==> src/rtl/pblw_pkg.sv <==
// pblw_pkg: shared widths, codes and controller/datapath interface types
// for the page buffer pool tag and policy controller
// no dependencies
`default_nettype none

package pblw_pkg;

    localparam int MODE_W          = 2;
    localparam int FILE_W          = 8;
    localparam int PAGE_W          = 24;
    localparam int KIND_W          = 3;
    localparam int ENTRY_W         = 2;
    localparam int DEF_NUM_ENTRIES = 4;

    typedef enum logic [MODE_W-1:0] {
        MODE_READ  = 2'd0,
        MODE_WRITE = 2'd1,
        MODE_FLUSH = 2'd2,
        MODE_NONE  = 2'd3
    } mode_t;

    typedef enum logic [KIND_W-1:0] {
        KIND_HIT        = 3'd0,
        KIND_WRITEBACK  = 3'd1,
        KIND_FILL       = 3'd2,
        KIND_TAKE       = 3'd3,
        KIND_FLUSH_DONE = 3'd4
    } kind_t;

    // controller to datapath
    typedef struct packed {
        logic latch_req;
        logic do_lookup;
        logic emit_hit;
        logic emit_lru_wb;
        logic emit_place;
        logic emit_flush_wb;
        logic emit_flush_done;
        logic walk_clear;
        logic walk_inc;
    } cmd_t;

    // datapath to controller
    typedef struct packed {
        mode_t in_mode;
        logic  hit;
        logic  all_dirty;
        logic  walk_match;
        logic  walk_last;
        logic  out_free;
    } status_t;

endpackage

`default_nettype wire

==> src/rtl/pblw_datapath.sv <==
// pblw_datapath: entry tags, dirty and recency state, lookup and victim
// choice, flush walk and the result register
// depends on pblw_pkg
`default_nettype none

module pblw_datapath #(
    parameter int NUM_ENTRIES = pblw_pkg::DEF_NUM_ENTRIES
) (
    input  logic                        clk,
    input  logic                        rst_n,
    input  pblw_pkg::cmd_t              cmd,
    output pblw_pkg::status_t           status,
    input  logic [pblw_pkg::MODE_W-1:0] mode,
    input  logic [pblw_pkg::FILE_W-1:0] file_id,
    input  logic [pblw_pkg::PAGE_W-1:0] page_number,
    input  logic                        out_ready,
    output logic                        out_valid,
    output logic [pblw_pkg::KIND_W-1:0] kind,
    output logic [pblw_pkg::ENTRY_W-1:0] entry,
    output logic [pblw_pkg::FILE_W-1:0] target_file,
    output logic [pblw_pkg::PAGE_W-1:0] target_page,
    output logic                        last
);
    import pblw_pkg::*;

    localparam int IDX_W = (NUM_ENTRIES > 1) ? $clog2(NUM_ENTRIES) : 1;
    localparam logic [IDX_W-1:0] LAST_RANK = IDX_W'(NUM_ENTRIES - 1);

    // entry state
    logic [NUM_ENTRIES-1:0] valid_reg, valid_next;
    logic [NUM_ENTRIES-1:0] dirty_reg, dirty_next;
    logic [FILE_W-1:0]      file_reg [NUM_ENTRIES];
    logic [FILE_W-1:0]      file_next [NUM_ENTRIES];
    logic [PAGE_W-1:0]      page_reg [NUM_ENTRIES];
    logic [PAGE_W-1:0]      page_next [NUM_ENTRIES];
    logic [IDX_W-1:0]       rank_reg [NUM_ENTRIES];
    logic [IDX_W-1:0]       rank_next [NUM_ENTRIES];

    // current request and lookup results
    mode_t                  req_mode_reg;
    logic [FILE_W-1:0]      req_file_reg;
    logic [PAGE_W-1:0]      req_page_reg;
    logic [NUM_ENTRIES-1:0] hit_vec_reg, hit_vec_next;
    logic                   hit_reg, hit_next;
    logic                   all_dirty_reg, all_dirty_next;
    logic [IDX_W-1:0]       vrank_reg, vrank_next;
    logic [IDX_W-1:0]       walk_reg, walk_next;

    // result register
    logic                   out_valid_reg, out_valid_next;
    logic [KIND_W-1:0]      kind_reg, kind_next;
    logic [ENTRY_W-1:0]     entry_reg, entry_next;
    logic [FILE_W-1:0]      tfile_reg, tfile_next;
    logic [PAGE_W-1:0]      tpage_reg, tpage_next;
    logic                   last_reg, last_next;

    logic [NUM_ENTRIES-1:0] file_eq, hit_vec, vict_sel, walk_sel, front_sel;
    logic [NUM_ENTRIES-1:0] clean_by_rank;
    logic [IDX_W-1:0]       first_clean;
    logic                   clean_found;
    logic [IDX_W-1:0]       hit_idx, vict_idx, walk_idx, front_rank;
    logic [FILE_W-1:0]      vict_file, walk_file;
    logic [PAGE_W-1:0]      vict_page, walk_page;
    logic                   req_write, move_en, emit_any;

    assign req_write = (req_mode_reg == MODE_WRITE);

    // per-entry compares and selects
    always_comb
    begin
        for (int i = 0; i < NUM_ENTRIES; i++)
        begin
            file_eq[i]  = valid_reg[i] && (file_reg[i] == req_file_reg);
            hit_vec[i]  = file_eq[i] && (page_reg[i] == req_page_reg);
            vict_sel[i] = (rank_reg[i] == vrank_reg);
            walk_sel[i] = (rank_reg[i] == walk_reg);
        end
    end

    // clean flags rearranged into recency order
    always_comb
    begin
        clean_by_rank = '0;
        for (int r = 0; r < NUM_ENTRIES; r++)
        begin
            for (int i = 0; i < NUM_ENTRIES; i++)
            begin
                if ((rank_reg[i] == IDX_W'(r)) && !dirty_reg[i])
                begin
                    clean_by_rank[r] = 1'b1;
                end
            end
        end
    end

    // most recent clean entry
    always_comb
    begin
        first_clean = '0;
        clean_found = 1'b0;
        for (int r = NUM_ENTRIES - 1; r >= 0; r--)
        begin
            if (clean_by_rank[r])
            begin
                first_clean = IDX_W'(r);
                clean_found = 1'b1;
            end
        end
    end

    // one-hot to index and field muxes
    always_comb
    begin
        hit_idx   = '0;
        vict_idx  = '0;
        walk_idx  = '0;
        vict_file = '0;
        vict_page = '0;
        walk_file = '0;
        walk_page = '0;
        for (int i = 0; i < NUM_ENTRIES; i++)
        begin
            if (hit_vec_reg[i])
            begin
                hit_idx = hit_idx | IDX_W'(i);
            end
            if (vict_sel[i])
            begin
                vict_idx  = vict_idx | IDX_W'(i);
                vict_file = vict_file | file_reg[i];
                vict_page = vict_page | page_reg[i];
            end
            if (walk_sel[i])
            begin
                walk_idx  = walk_idx | IDX_W'(i);
                walk_file = walk_file | file_reg[i];
                walk_page = walk_page | page_reg[i];
            end
        end
    end

    assign front_sel = cmd.emit_hit ? hit_vec_reg : vict_sel;
    assign move_en   = cmd.emit_hit | cmd.emit_place;

    always_comb
    begin
        front_rank = '0;
        for (int i = 0; i < NUM_ENTRIES; i++)
        begin
            if (front_sel[i])
            begin
                front_rank = front_rank | rank_reg[i];
            end
        end
    end

    // entry state update
    always_comb
    begin
        valid_next = valid_reg;
        dirty_next = dirty_reg;
        file_next  = file_reg;
        page_next  = page_reg;
        rank_next  = rank_reg;
        if (cmd.emit_lru_wb)
        begin
            dirty_next = dirty_next & ~vict_sel;
        end
        if (cmd.emit_flush_wb)
        begin
            dirty_next = dirty_next & ~walk_sel;
        end
        if (cmd.emit_hit && req_write)
        begin
            dirty_next = dirty_next | hit_vec_reg;
        end
        for (int i = 0; i < NUM_ENTRIES; i++)
        begin
            if (cmd.emit_place && vict_sel[i])
            begin
                valid_next[i] = 1'b1;
                dirty_next[i] = req_write;
                file_next[i]  = req_file_reg;
                page_next[i]  = req_page_reg;
            end
            if (move_en)
            begin
                if (front_sel[i])
                begin
                    rank_next[i] = '0;
                end
                else if (rank_reg[i] < front_rank)
                begin
                    rank_next[i] = rank_reg[i] + 1'b1;
                end
            end
        end
    end

    // lookup and walk registers
    always_comb
    begin
        hit_vec_next   = hit_vec_reg;
        hit_next       = hit_reg;
        all_dirty_next = all_dirty_reg;
        vrank_next     = vrank_reg;
        walk_next      = walk_reg;
        if (cmd.do_lookup)
        begin
            hit_vec_next   = hit_vec;
            hit_next       = |hit_vec;
            all_dirty_next = !clean_found;
            vrank_next     = clean_found ? first_clean : LAST_RANK;
        end
        if (cmd.walk_clear)
        begin
            walk_next = '0;
        end
        else if (cmd.walk_inc)
        begin
            walk_next = walk_reg + 1'b1;
        end
    end

    // result register
    assign emit_any = cmd.emit_hit | cmd.emit_lru_wb | cmd.emit_place
                    | cmd.emit_flush_wb | cmd.emit_flush_done;

    always_comb
    begin
        out_valid_next = out_valid_reg & ~out_ready;
        kind_next      = kind_reg;
        entry_next     = entry_reg;
        tfile_next     = tfile_reg;
        tpage_next     = tpage_reg;
        last_next      = last_reg;
        if (emit_any)
        begin
            out_valid_next = 1'b1;
        end
        if (cmd.emit_hit)
        begin
            kind_next  = KIND_HIT;
            entry_next = ENTRY_W'(hit_idx);
            tfile_next = req_file_reg;
            tpage_next = req_page_reg;
            last_next  = 1'b1;
        end
        else if (cmd.emit_lru_wb)
        begin
            kind_next  = KIND_WRITEBACK;
            entry_next = ENTRY_W'(vict_idx);
            tfile_next = vict_file;
            tpage_next = vict_page;
            last_next  = 1'b0;
        end
        else if (cmd.emit_place)
        begin
            kind_next  = req_write ? KIND_TAKE : KIND_FILL;
            entry_next = ENTRY_W'(vict_idx);
            tfile_next = req_file_reg;
            tpage_next = req_page_reg;
            last_next  = 1'b1;
        end
        else if (cmd.emit_flush_wb)
        begin
            kind_next  = KIND_WRITEBACK;
            entry_next = ENTRY_W'(walk_idx);
            tfile_next = walk_file;
            tpage_next = walk_page;
            last_next  = 1'b0;
        end
        else if (cmd.emit_flush_done)
        begin
            kind_next  = KIND_FLUSH_DONE;
            entry_next = '0;
            tfile_next = req_file_reg;
            tpage_next = '0;
            last_next  = 1'b1;
        end
    end

    always_ff @(posedge clk or negedge rst_n)
    begin
        if (!rst_n)
        begin
            valid_reg     <= '0;
            dirty_reg     <= '0;
            out_valid_reg <= 1'b0;
            for (int i = 0; i < NUM_ENTRIES; i++)
            begin
                file_reg[i] <= '0;
                page_reg[i] <= '0;
                rank_reg[i] <= IDX_W'(i);
            end
        end
        else
        begin
            valid_reg     <= valid_next;
            dirty_reg     <= dirty_next;
            file_reg      <= file_next;
            page_reg      <= page_next;
            rank_reg      <= rank_next;
            out_valid_reg <= out_valid_next;
        end
    end

    always_ff @(posedge clk)
    begin
        if (cmd.latch_req)
        begin
            req_mode_reg <= mode_t'(mode);
            req_file_reg <= file_id;
            req_page_reg <= page_number;
        end
        hit_vec_reg   <= hit_vec_next;
        hit_reg       <= hit_next;
        all_dirty_reg <= all_dirty_next;
        vrank_reg     <= vrank_next;
        walk_reg      <= walk_next;
        kind_reg      <= kind_next;
        entry_reg     <= entry_next;
        tfile_reg     <= tfile_next;
        tpage_reg     <= tpage_next;
        last_reg      <= last_next;
    end

    assign status.in_mode    = mode_t'(mode);
    assign status.hit        = hit_reg;
    assign status.all_dirty  = all_dirty_reg;
    assign status.walk_match = |(walk_sel & file_eq);
    assign status.walk_last  = (walk_reg == LAST_RANK);
    assign status.out_free   = !out_valid_reg || out_ready;

    assign out_valid   = out_valid_reg;
    assign kind        = kind_reg;
    assign entry       = entry_reg;
    assign target_file = tfile_reg;
    assign target_page = tpage_reg;
    assign last        = last_reg;

endmodule

`default_nettype wire

==> src/rtl/pblw_ctrl.sv <==
// pblw_ctrl: request sequencer, drives datapath commands from its status
// depends on pblw_pkg
`default_nettype none

module pblw_ctrl (
    input  logic              clk,
    input  logic              rst_n,
    input  logic              in_valid,
    output logic              in_ready,
    input  pblw_pkg::status_t status,
    output pblw_pkg::cmd_t    cmd
);
    import pblw_pkg::*;

    typedef enum logic [5:0] {
        S_IDLE       = 6'b000001,
        S_LOOKUP     = 6'b000010,
        S_RESOLVE    = 6'b000100,
        S_PLACE      = 6'b001000,
        S_FLUSH_SCAN = 6'b010000,
        S_FLUSH_DONE = 6'b100000
    } state_t;

    state_t state_reg, state_next;

    assign in_ready = (state_reg == S_IDLE);

    always_comb
    begin
        state_next = state_reg;
        cmd        = '0;
        unique case (state_reg)
            S_IDLE:
            begin
                if (in_valid)
                begin
                    cmd.latch_req = 1'b1;
                    if (status.in_mode == MODE_FLUSH)
                    begin
                        cmd.walk_clear = 1'b1;
                        state_next     = S_FLUSH_SCAN;
                    end
                    else if (status.in_mode != MODE_NONE)
                    begin
                        state_next = S_LOOKUP;
                    end
                end
            end
            S_LOOKUP:
            begin
                cmd.do_lookup = 1'b1;
                state_next    = S_RESOLVE;
            end
            S_RESOLVE:
            begin
                if (status.out_free)
                begin
                    if (status.hit)
                    begin
                        cmd.emit_hit = 1'b1;
                        state_next   = S_IDLE;
                    end
                    else if (status.all_dirty)
                    begin
                        cmd.emit_lru_wb = 1'b1;
                        state_next      = S_PLACE;
                    end
                    else
                    begin
                        cmd.emit_place = 1'b1;
                        state_next     = S_IDLE;
                    end
                end
            end
            S_PLACE:
            begin
                if (status.out_free)
                begin
                    cmd.emit_place = 1'b1;
                    state_next     = S_IDLE;
                end
            end
            S_FLUSH_SCAN:
            begin
                if (!status.walk_match || status.out_free)
                begin
                    cmd.emit_flush_wb = status.walk_match;
                    cmd.walk_inc      = 1'b1;
                    if (status.walk_last)
                    begin
                        state_next = S_FLUSH_DONE;
                    end
                end
            end
            S_FLUSH_DONE:
            begin
                if (status.out_free)
                begin
                    cmd.emit_flush_done = 1'b1;
                    state_next          = S_IDLE;
                end
            end
            default:
            begin
                state_next = S_IDLE;
            end
        endcase
    end

    always_ff @(posedge clk or negedge rst_n)
    begin
        if (!rst_n)
        begin
            state_reg <= S_IDLE;
        end
        else
        begin
            state_reg <= state_next;
        end
    end

endmodule

`default_nettype wire

==> src/rtl/page_buffer_lru_writeback_top.sv <==
// page_buffer_lru_writeback_top: tag and recency policy controller for a small
// fully associative page buffer pool, sequencer plus datapath
// depends on pblw_pkg, pblw_ctrl, pblw_datapath
//
//   channel   | signals                                      | direction
//   ----------+----------------------------------------------+----------
//   request   | in_valid, in_ready, mode, file_id,           | in
//             | page_number                                  |
//   result    | out_valid, out_ready, kind, entry,           | out
//             | target_file, target_page, last               |
//
// one request at a time; the sequencer takes a request only when idle
// read/write hit or clean miss: accept, lookup, then the hit or the fill/take; a
// miss with every entry dirty adds the write back of the least recent entry first
// flush: one scan step per recency rank walked by the scan, then the flush done
// an unused mode is only accepted and changes nothing
// results sit in a single output register; a stalled result only holds the
// sequencer when it has a further result to issue
// reset: all entries unused and clean, entry i at recency rank i
`default_nettype none

module page_buffer_lru_writeback_top #(
    parameter int NUM_ENTRIES = pblw_pkg::DEF_NUM_ENTRIES
) (
    input  logic                         clk,
    input  logic                         rst_n,
    // request channel
    input  logic                         in_valid,
    output logic                         in_ready,
    input  logic [pblw_pkg::MODE_W-1:0]  mode,
    input  logic [pblw_pkg::FILE_W-1:0]  file_id,
    input  logic [pblw_pkg::PAGE_W-1:0]  page_number,
    // result channel
    output logic                         out_valid,
    input  logic                         out_ready,
    output logic [pblw_pkg::KIND_W-1:0]  kind,
    output logic [pblw_pkg::ENTRY_W-1:0] entry,
    output logic [pblw_pkg::FILE_W-1:0]  target_file,
    output logic [pblw_pkg::PAGE_W-1:0]  target_page,
    output logic                         last
);
    import pblw_pkg::*;

    // command and status between sequencer and datapath
    cmd_t    cmd;
    status_t status;

    // sequencer: lookup, then hit / write back / fill or take, or the flush
    // walk over recency ranks from most to least recent
    pblw_ctrl u_ctrl (
        .clk      (clk),
        .rst_n    (rst_n),
        .in_valid (in_valid),
        .in_ready (in_ready),
        .status   (status),
        .cmd      (cmd)
    );

    // datapath: tags, dirty bits, per-entry recency ranks, victim choice
    // (most recent clean entry, else the least recent one) and the result
    // register
    pblw_datapath #(
        .NUM_ENTRIES (NUM_ENTRIES)
    ) u_datapath (
        .clk         (clk),
        .rst_n       (rst_n),
        .cmd         (cmd),
        .status      (status),
        .mode        (mode),
        .file_id     (file_id),
        .page_number (page_number),
        .out_ready   (out_ready),
        .out_valid   (out_valid),
        .kind        (kind),
        .entry       (entry),
        .target_file (target_file),
        .target_page (target_page),
        .last        (last)
    );

endmodule

`default_nettype wire
==> config.mk <==
export PLATFORM = sky130hd
export DESIGN_NAME = page_buffer_lru_writeback_top
export DESIGN_NICKNAME = d
export VERILOG_FILES = /design/src/rtl/pblw_pkg.sv /design/src/rtl/pblw_datapath.sv /design/src/rtl/pblw_ctrl.sv /design/src/rtl/page_buffer_lru_writeback_top.sv
export SDC_FILE = /design/constraint.sdc
export NUM_CORES = 1
export LEC_CHECK = 0
export BUFFER_PORTS_ARGS = -buffer_cell sky130_fd_sc_hd__buf_2
export CAP_MARGIN = 20
export CELL_PAD_IN_SITES_DETAIL_PLACEMENT = 1
export CELL_PAD_IN_SITES_GLOBAL_PLACEMENT = 1
export CORE_MARGIN = 8
export CORE_UTILIZATION = 50
export DETAILED_ROUTE_END_ITERATION = 8
export HOLD_SLACK_MARGIN = 0.1
export PLACE_DENSITY_LB_ADDON = 0.25
export SLEW_MARGIN = 15
export SYNTH_ARGS = -nofsm -noshare
export SYNTH_HDL_FRONTEND = slang
export SYNTH_HIERARCHICAL = 1
export SYNTH_SLANG_ARGS = --single-unit
==> constraint.sdc <==
create_clock -name clk -period 5 [get_ports clk]
set_input_delay 0 -clock clk [delete_from_list [all_inputs] [get_ports clk]]
set_output_delay 0 -clock clk [all_outputs]
set_load 0.01 [all_outputs]
After elaboration in Yosys (flattened, before gate mapping)
Cells that the tools add are included.
- register bits: 233
- input bits: 38
- word-level logic and storage cells: 295
- add/subtract/negate cells: 5
- $lt $le $gt $ge: 4
- equality and inequality tests: 44
- muxes and demuxes: 123
- bitwise logic cells: 28
- reductions and logical operators: 58
- operator list (cell ; number):
    24-bit 2-to-1 mux ; 13
    24-bit bitwise OR ; 6
    8-bit 2-to-1 mux ; 13
    24-bit == test ; 4
    2-bit 2-to-1 mux ; 29
    1-bit 2-to-1 mux ; 49
    8-bit bitwise OR ; 6
    6-bit 2-to-1 mux ; 7
    8-bit == test ; 4
    6-bit one-hot mux with 5 select lines ; 1
    1-bit logical AND ; 29
    4-bit 2-to-1 mux ; 6
    2-bit == test (second input constant) ; 10
    2-bit == test ; 8
    4-bit AND ; 3
    3-bit 2-to-1 mux ; 4
    2-bit by 1-bit adder with 2-bit output (second input constant) ; 5
    2-bit by 1-bit == test with 1-bit output (second input constant) ; 5
    2-bit zero test ; 4
    2-bit < comparator ; 4
    4-bit inverter ; 2
    2-bit AND reduction ; 4
    2-bit nonzero test ; 4
    4-bit OR reduction ; 2
    other kinds (22) ; 40

Longest topological paths before layout
- depth in word-level cells: 15
- gate-level depth with buffers: 15

Hierarchy
The synthesis kept the hierarchy.
- modules (own cells, without submodules) (module ; instances ; cells an instance ; area each (µm²)):
    pblw_datapath ; 1 ; 1154 ; 12956.2
    pblw_ctrl ; 1 ; 56 ; 501.7

Worst setup path before layout
OpenSTA, ideal clock, no wires.
- path kind: register to register
- start point: reg u_datapath/rank_reg[0] (netlist bit)
- end point: reg u_datapath.entry_reg[0] (netlist: u_datapath/entry[0]), enable pin
- arrival time: 2.983 ns
- slack: 1.438 ns
- stages on the path, launching flop included: 12
- path buffers: 4
- period minus slack after synthesis: 3.562 ns
- cells stage by stage: dfstp_2 > buf_2 > xnor2_2 > clkbuf_1 > nand2_1 > o22ai_1 > a221o_1 > and3_1 > clkbuf_1 > clkbuf_1 > nor2_1 > nand3_1
- RTL lines (element ; line ; source):
    start, declared ; pblw_datapath.sv:36 ; logic [IDX_W-1:0] rank_reg [NUM_ENTRIES];
    start signal, assigned by index ; pblw_datapath.sv:294 ; rank_reg[i] <= IDX_W'(i);
    start signal, assigned ; pblw_datapath.sv:303 ; rank_reg <= rank_next;
    end signal, assigned ; pblw_datapath.sv:322 ; entry_reg <= entry_next;
    end, declared ; pblw_datapath.sv:52 ; logic [ENTRY_W-1:0] entry_reg, entry_next;

==> summary.md <==
| Metric | Value |
|---|---|
| Outcome | completed |
| DRC errors left | 0 |
| Max-cap violation count | 0 |
| Share of cells above drive strength 1 | 23.1% |
| Worst-path cell chain | nor2_1, and4b_1, and3_1, buf_4, clkinv_1, nand3_1, nand2_1, a22o_1, a221oi_1, ha_1, a21o_1, a31oi_1, o21ai_0, a32o_1 |
| Clock transition at path regs | 0.06 ns |
| Count of final hold-check violations | 0 |
| Shortest clock period the worst path allows after layout | 4.10 ns |
| Row count | 60 |
| Wire length of the first global-routing pass | 68900 µm |
| Port bufs | 77 |
| Via count normalized by instance count | 6.53 |
| Clock power share | 21.2% |
| Placeable core area | 26700 µm² |
| Setup bufs post-CTS | 0 |
| Fill cell instance count of the final layout | 2819 |
| Number of warnings issued by yosys | 6 |
| Leading register cell type out of synthesis | sky130_fd_sc_hd__dfrtp_1 |
| Initial DRC Count | 1014 |
| Instance count of the mapped netlist | 1210 |
| Actual slew at the worst max-slew pin | 1.05 ns |
| Clk Latency, worst-skew pair | 0.56 ns |
| Master of the slowest instance on the critical path | sky130_fd_sc_hd__a221oi_1 |
| Buffers & Inverters on Critical Path | 2 |
| Share of total power consumed by net switching | 44.0% |
| Total instance count after detailed placement | 1541 |
| Number of top-level pins | 78 |
| Fin Clk Skew | 0.0268 ns |
| Final Max Slew Viols | 0 |
| Worst-case setup margin in the final layout | 0.900 ns |
| Chip height | 180 µm |
| Top Family by Delay on Critical Path | compound AO/OA/AOI/OAI gates |
| Crit-path max FO | 28 |
| Clock net sink count | 233 |
| Peak supply drop | 0.000377 V |
| Setup slack, reg-to-reg | 0.90 ns |
| CP Launch Type | flop |
| Crit path arrival time | 4.56 ns |
| Fin cells | 1632 |
| Flip-flop count of the largest register after layout | 96 |
| Register area share after synthesis | 46.0% |
| Worst slack at placement | 0.923 ns |
| Setup total negative slack | 0 ns |
| Placer's final routability congestion estimate | 0.882 |
| Flip-flop and latch count after synthesis | 233 |
| Grt total ovfl | 0 |
| Number of cells traversed by the worst register-to-register path | 14 |
| Cell type with the highest aggregate area in the netlist | sky130_fd_sc_hd__dfrtp_1 |
| Antenna violations before repair | 2 |
| Endpoint class of the critical path | flop |
| RSZ-0062 raised after global routing | no |
| Leakage power | 6.49 nW |
| Reg-to-Reg End | u_datapath/rank_reg[1] |
| Post-detailed-placement half-perimeter wirelength | 27700 µm |
| Nets@finish | 1328 |
| Area added between synthesis and finish | 12.6% |
| Commonest non-fill, non-tap cell in the layout | sky130_fd_sc_hd__dfrtp_1 |
| Number of enable flip-flop cells after synthesis | 76 |
| Slew margin rel. | 30.1% |
| Overall die area | 32400 µm² |
| Final setup viols | 0 |
| Number of global-route vias before repair | 11600 |
| Dominant cells by area after synthesis | sky130_fd_sc_hd__dfrtp_1 27%, sky130_fd_sc_hd__edfxtp_1 17%, sky130_fd_sc_hd__mux2_2 7.3% |
| Antenna viol nets, final | 0 |
| Number of vias after detailed routing | 10600 |
| TritonCTS clock tree | built |
| Worst setup path category | reg -> reg |
| GRT Util Overall | 26.7% |
| Power spent charging and discharging nets | 4.00 mW |
| DR pass1 iterations | 7 |
| Top library cells by usage in the layout, fill and taps aside | 146 x sky130_fd_sc_hd__dfrtp_1, 127 x sky130_fd_sc_hd__nand3_1, 87 x sky130_fd_sc_hd__mux2_2, 76 x sky130_fd_sc_hd__buf_2, 76 x sky130_fd_sc_hd__edfxtp_1 |
| Final Cycle Share | 82.0% |
| Netlist area before placement | 13500 µm² |
| Floorplan die width | 180 µm |
| Avg WL per Cell | 27.0 µm |
| Pin count of the biggest net entering global routing | 98 |
| Pwr dens | 600 nW/µm² |
| Required time worst endpoint | 5.46 ns |
| Gate power share | 41.1% |
| Distinct cell type count of the synthesized netlist | 81 |
| Type of the tightest min-delay check | in -> async |
| Avg Cell Area, Syn | 11.1 µm² |
| Maximum operating frequency | 244 MHz |
| H-Tree Depth | 1 |
| Aggregate routed wire length | 44000 µm |
| Initial Utilization | 50.4% |
| Crit path largest cell delay | 0.49 ns |
| Worst flop-to-flop path startpoint | u_ctrl/state_reg[1] |
| Post-synth top area share | 27.1% |
| Root Buffer | sky130_fd_sc_hd__clkbuf_16 |
| Number of buffers on the longest clock path | 3 |
| Part of the total power dissipated in sequential elements | 37.7% |
| Total CTS buffers | 27 |
| Nets in the synthesized netlist | 1269 |
| Proportion of register bits with asynchronous set or reset after synthesis | 64.8% |
| Internal cell power | 5.10 mW |
## worst max-delay path by stage
stage	startpoint	to	slack [ns]	depth (start not counted)
3_3_place_gp	u_ctrl/state_reg[1]	u_datapath/rank_reg[1]	1.03	14
4_1_cts	u_ctrl/state_reg[1]	u_datapath/rank_reg[1]	0.90	14
5_1_grt	u_ctrl/state_reg[1]	u_datapath/rank_reg[1]	0.57	14
3_5_place_dp	u_ctrl/state_reg[1]	u_datapath/rank_reg[1]	0.92	14
6_report	u_ctrl/state_reg[1]	u_datapath/rank_reg[1]	0.90	14
2_1_floorplan	u_datapath/rank_reg[0]	u_datapath/entry[0]	1.44	11
## cell usage after synthesis, types with 6 or more instances
cell and number:
sky130_fd_sc_hd__dfrtp_1 146, sky130_fd_sc_hd__a311oi_1 26, sky130_fd_sc_hd__nand3_1 128, sky130_fd_sc_hd__a22oi_1 8
sky130_fd_sc_hd__o21ai_0 9, sky130_fd_sc_hd__a222oi_1 33, sky130_fd_sc_hd__inv_1 22, sky130_fd_sc_hd__and3_1 6
sky130_fd_sc_hd__dfxtp_1 6, sky130_fd_sc_hd__mux2_2 87, sky130_fd_sc_hd__and2_1 10, sky130_fd_sc_hd__buf_6 9
sky130_fd_sc_hd__mux2_4 30, sky130_fd_sc_hd__a21boi_1 8, sky130_fd_sc_hd__nand4_1 52, sky130_fd_sc_hd__nor4_1 18
sky130_fd_sc_hd__xor2_1 64, sky130_fd_sc_hd__edfxtp_1 76, sky130_fd_sc_hd__nor2_1 48, sky130_fd_sc_hd__a21oi_1 45
sky130_fd_sc_hd__buf_4 22, sky130_fd_sc_hd__mux2_1 13, sky130_fd_sc_hd__nand2_1 48, sky130_fd_sc_hd__buf_2 23
sky130_fd_sc_hd__o22a_1 9, sky130_fd_sc_hd__xnor2_2 9, sky130_fd_sc_hd__ha_1 21, sky130_fd_sc_hd__nand2b_1 8
sky130_fd_sc_hd__a31oi_1 11, sky130_fd_sc_hd__xnor2_1 71, sky130_fd_sc_hd__clkbuf_1 55, sky130_fd_sc_hd__nor3_1 7
## power groups by stage
stage               combinational [mW]  clock, mW  sequential, mW
floorplan                         2.73          0            3.00
global placement                  3.52          0            3.41
detailed placement                3.62          0            3.44
CTS                               3.68       1.96            3.41
global route                      3.97       2.02            3.51
finish                            3.73       1.93            3.43
## repair_timing
item	CTS	global route
resized for setup	0	0
hold buffers	37	0
endpoints found under the hold margin	137	0
## area by class of cell
| class | instances | area [µm²] | share of cell area [%] |
|---|---|---|---|
| flip-flops and latches | 233 | 6190 | 40.8 |
| repair buffers | 139 | 982 | 6.48 |
| well taps | 341 | 427 | 2.81 |
| clock buffers | 35 | 716 | 4.72 |
| inverters | 24 | 90.1 | 0.594 |
| clock inverters | 15 | 135 | 0.891 |
| diodes | 1 | 2.50 | 0.0165 |
| multi-input cells | 844 | 6620 | 43.7 |
## logic make-up after synthesis
logic type,count (synthesis),synth area share [%]
AOI/OAI and AO/OA,191,10.9
xor gates and xnor gates,147,10.5
adders and majority gates,21,1.95
buffers and inverters,133,5.04
DFF,233,46.0
muxes,131,11.8
and+or+nand+nor,354,13.8
## stage by stage
| stage | hold WS, ns | area [µm²] | total power, mW | utilization (%) |
|---|---|---|---|---|
| final | 0.130 | 15200 | 9.10 | 56.7 |
| after global routing | 0.155 | 15200 | 9.50 | 56.7 |
| after CTS | 0.131 | 15100 | 9.06 | 56.5 |
| after detailed placement | 0.169 | 13900 | 7.06 | 51.9 |
| after global placement | 0.172 | 13900 | 6.92 | 51.9 |
| after floorplan | -0.296 | 13500 | 5.73 | - |
## worst register-to-register path: cells and delay by family (launching register included)
kind	cells	cell delay [ns]
compound gates	6	1.49
fa+ha+maj	1	0.39
buf+inv	2	0.68
flops	1	0.41
simple gates	5	1.05
## layer usage
metal | track usage, % | wire length [µm] | up-vias
met4 | 12.6 | 1950 | 2
met2 | 45.3 | 21700 | 482
met1 | 33.0 | 17300 | 5415
li1 | - | - | 4624
met3 | 4.29 | 2960 | 126
met5 | 0 | 15 | -
Power figures use the tool's default switching activity.
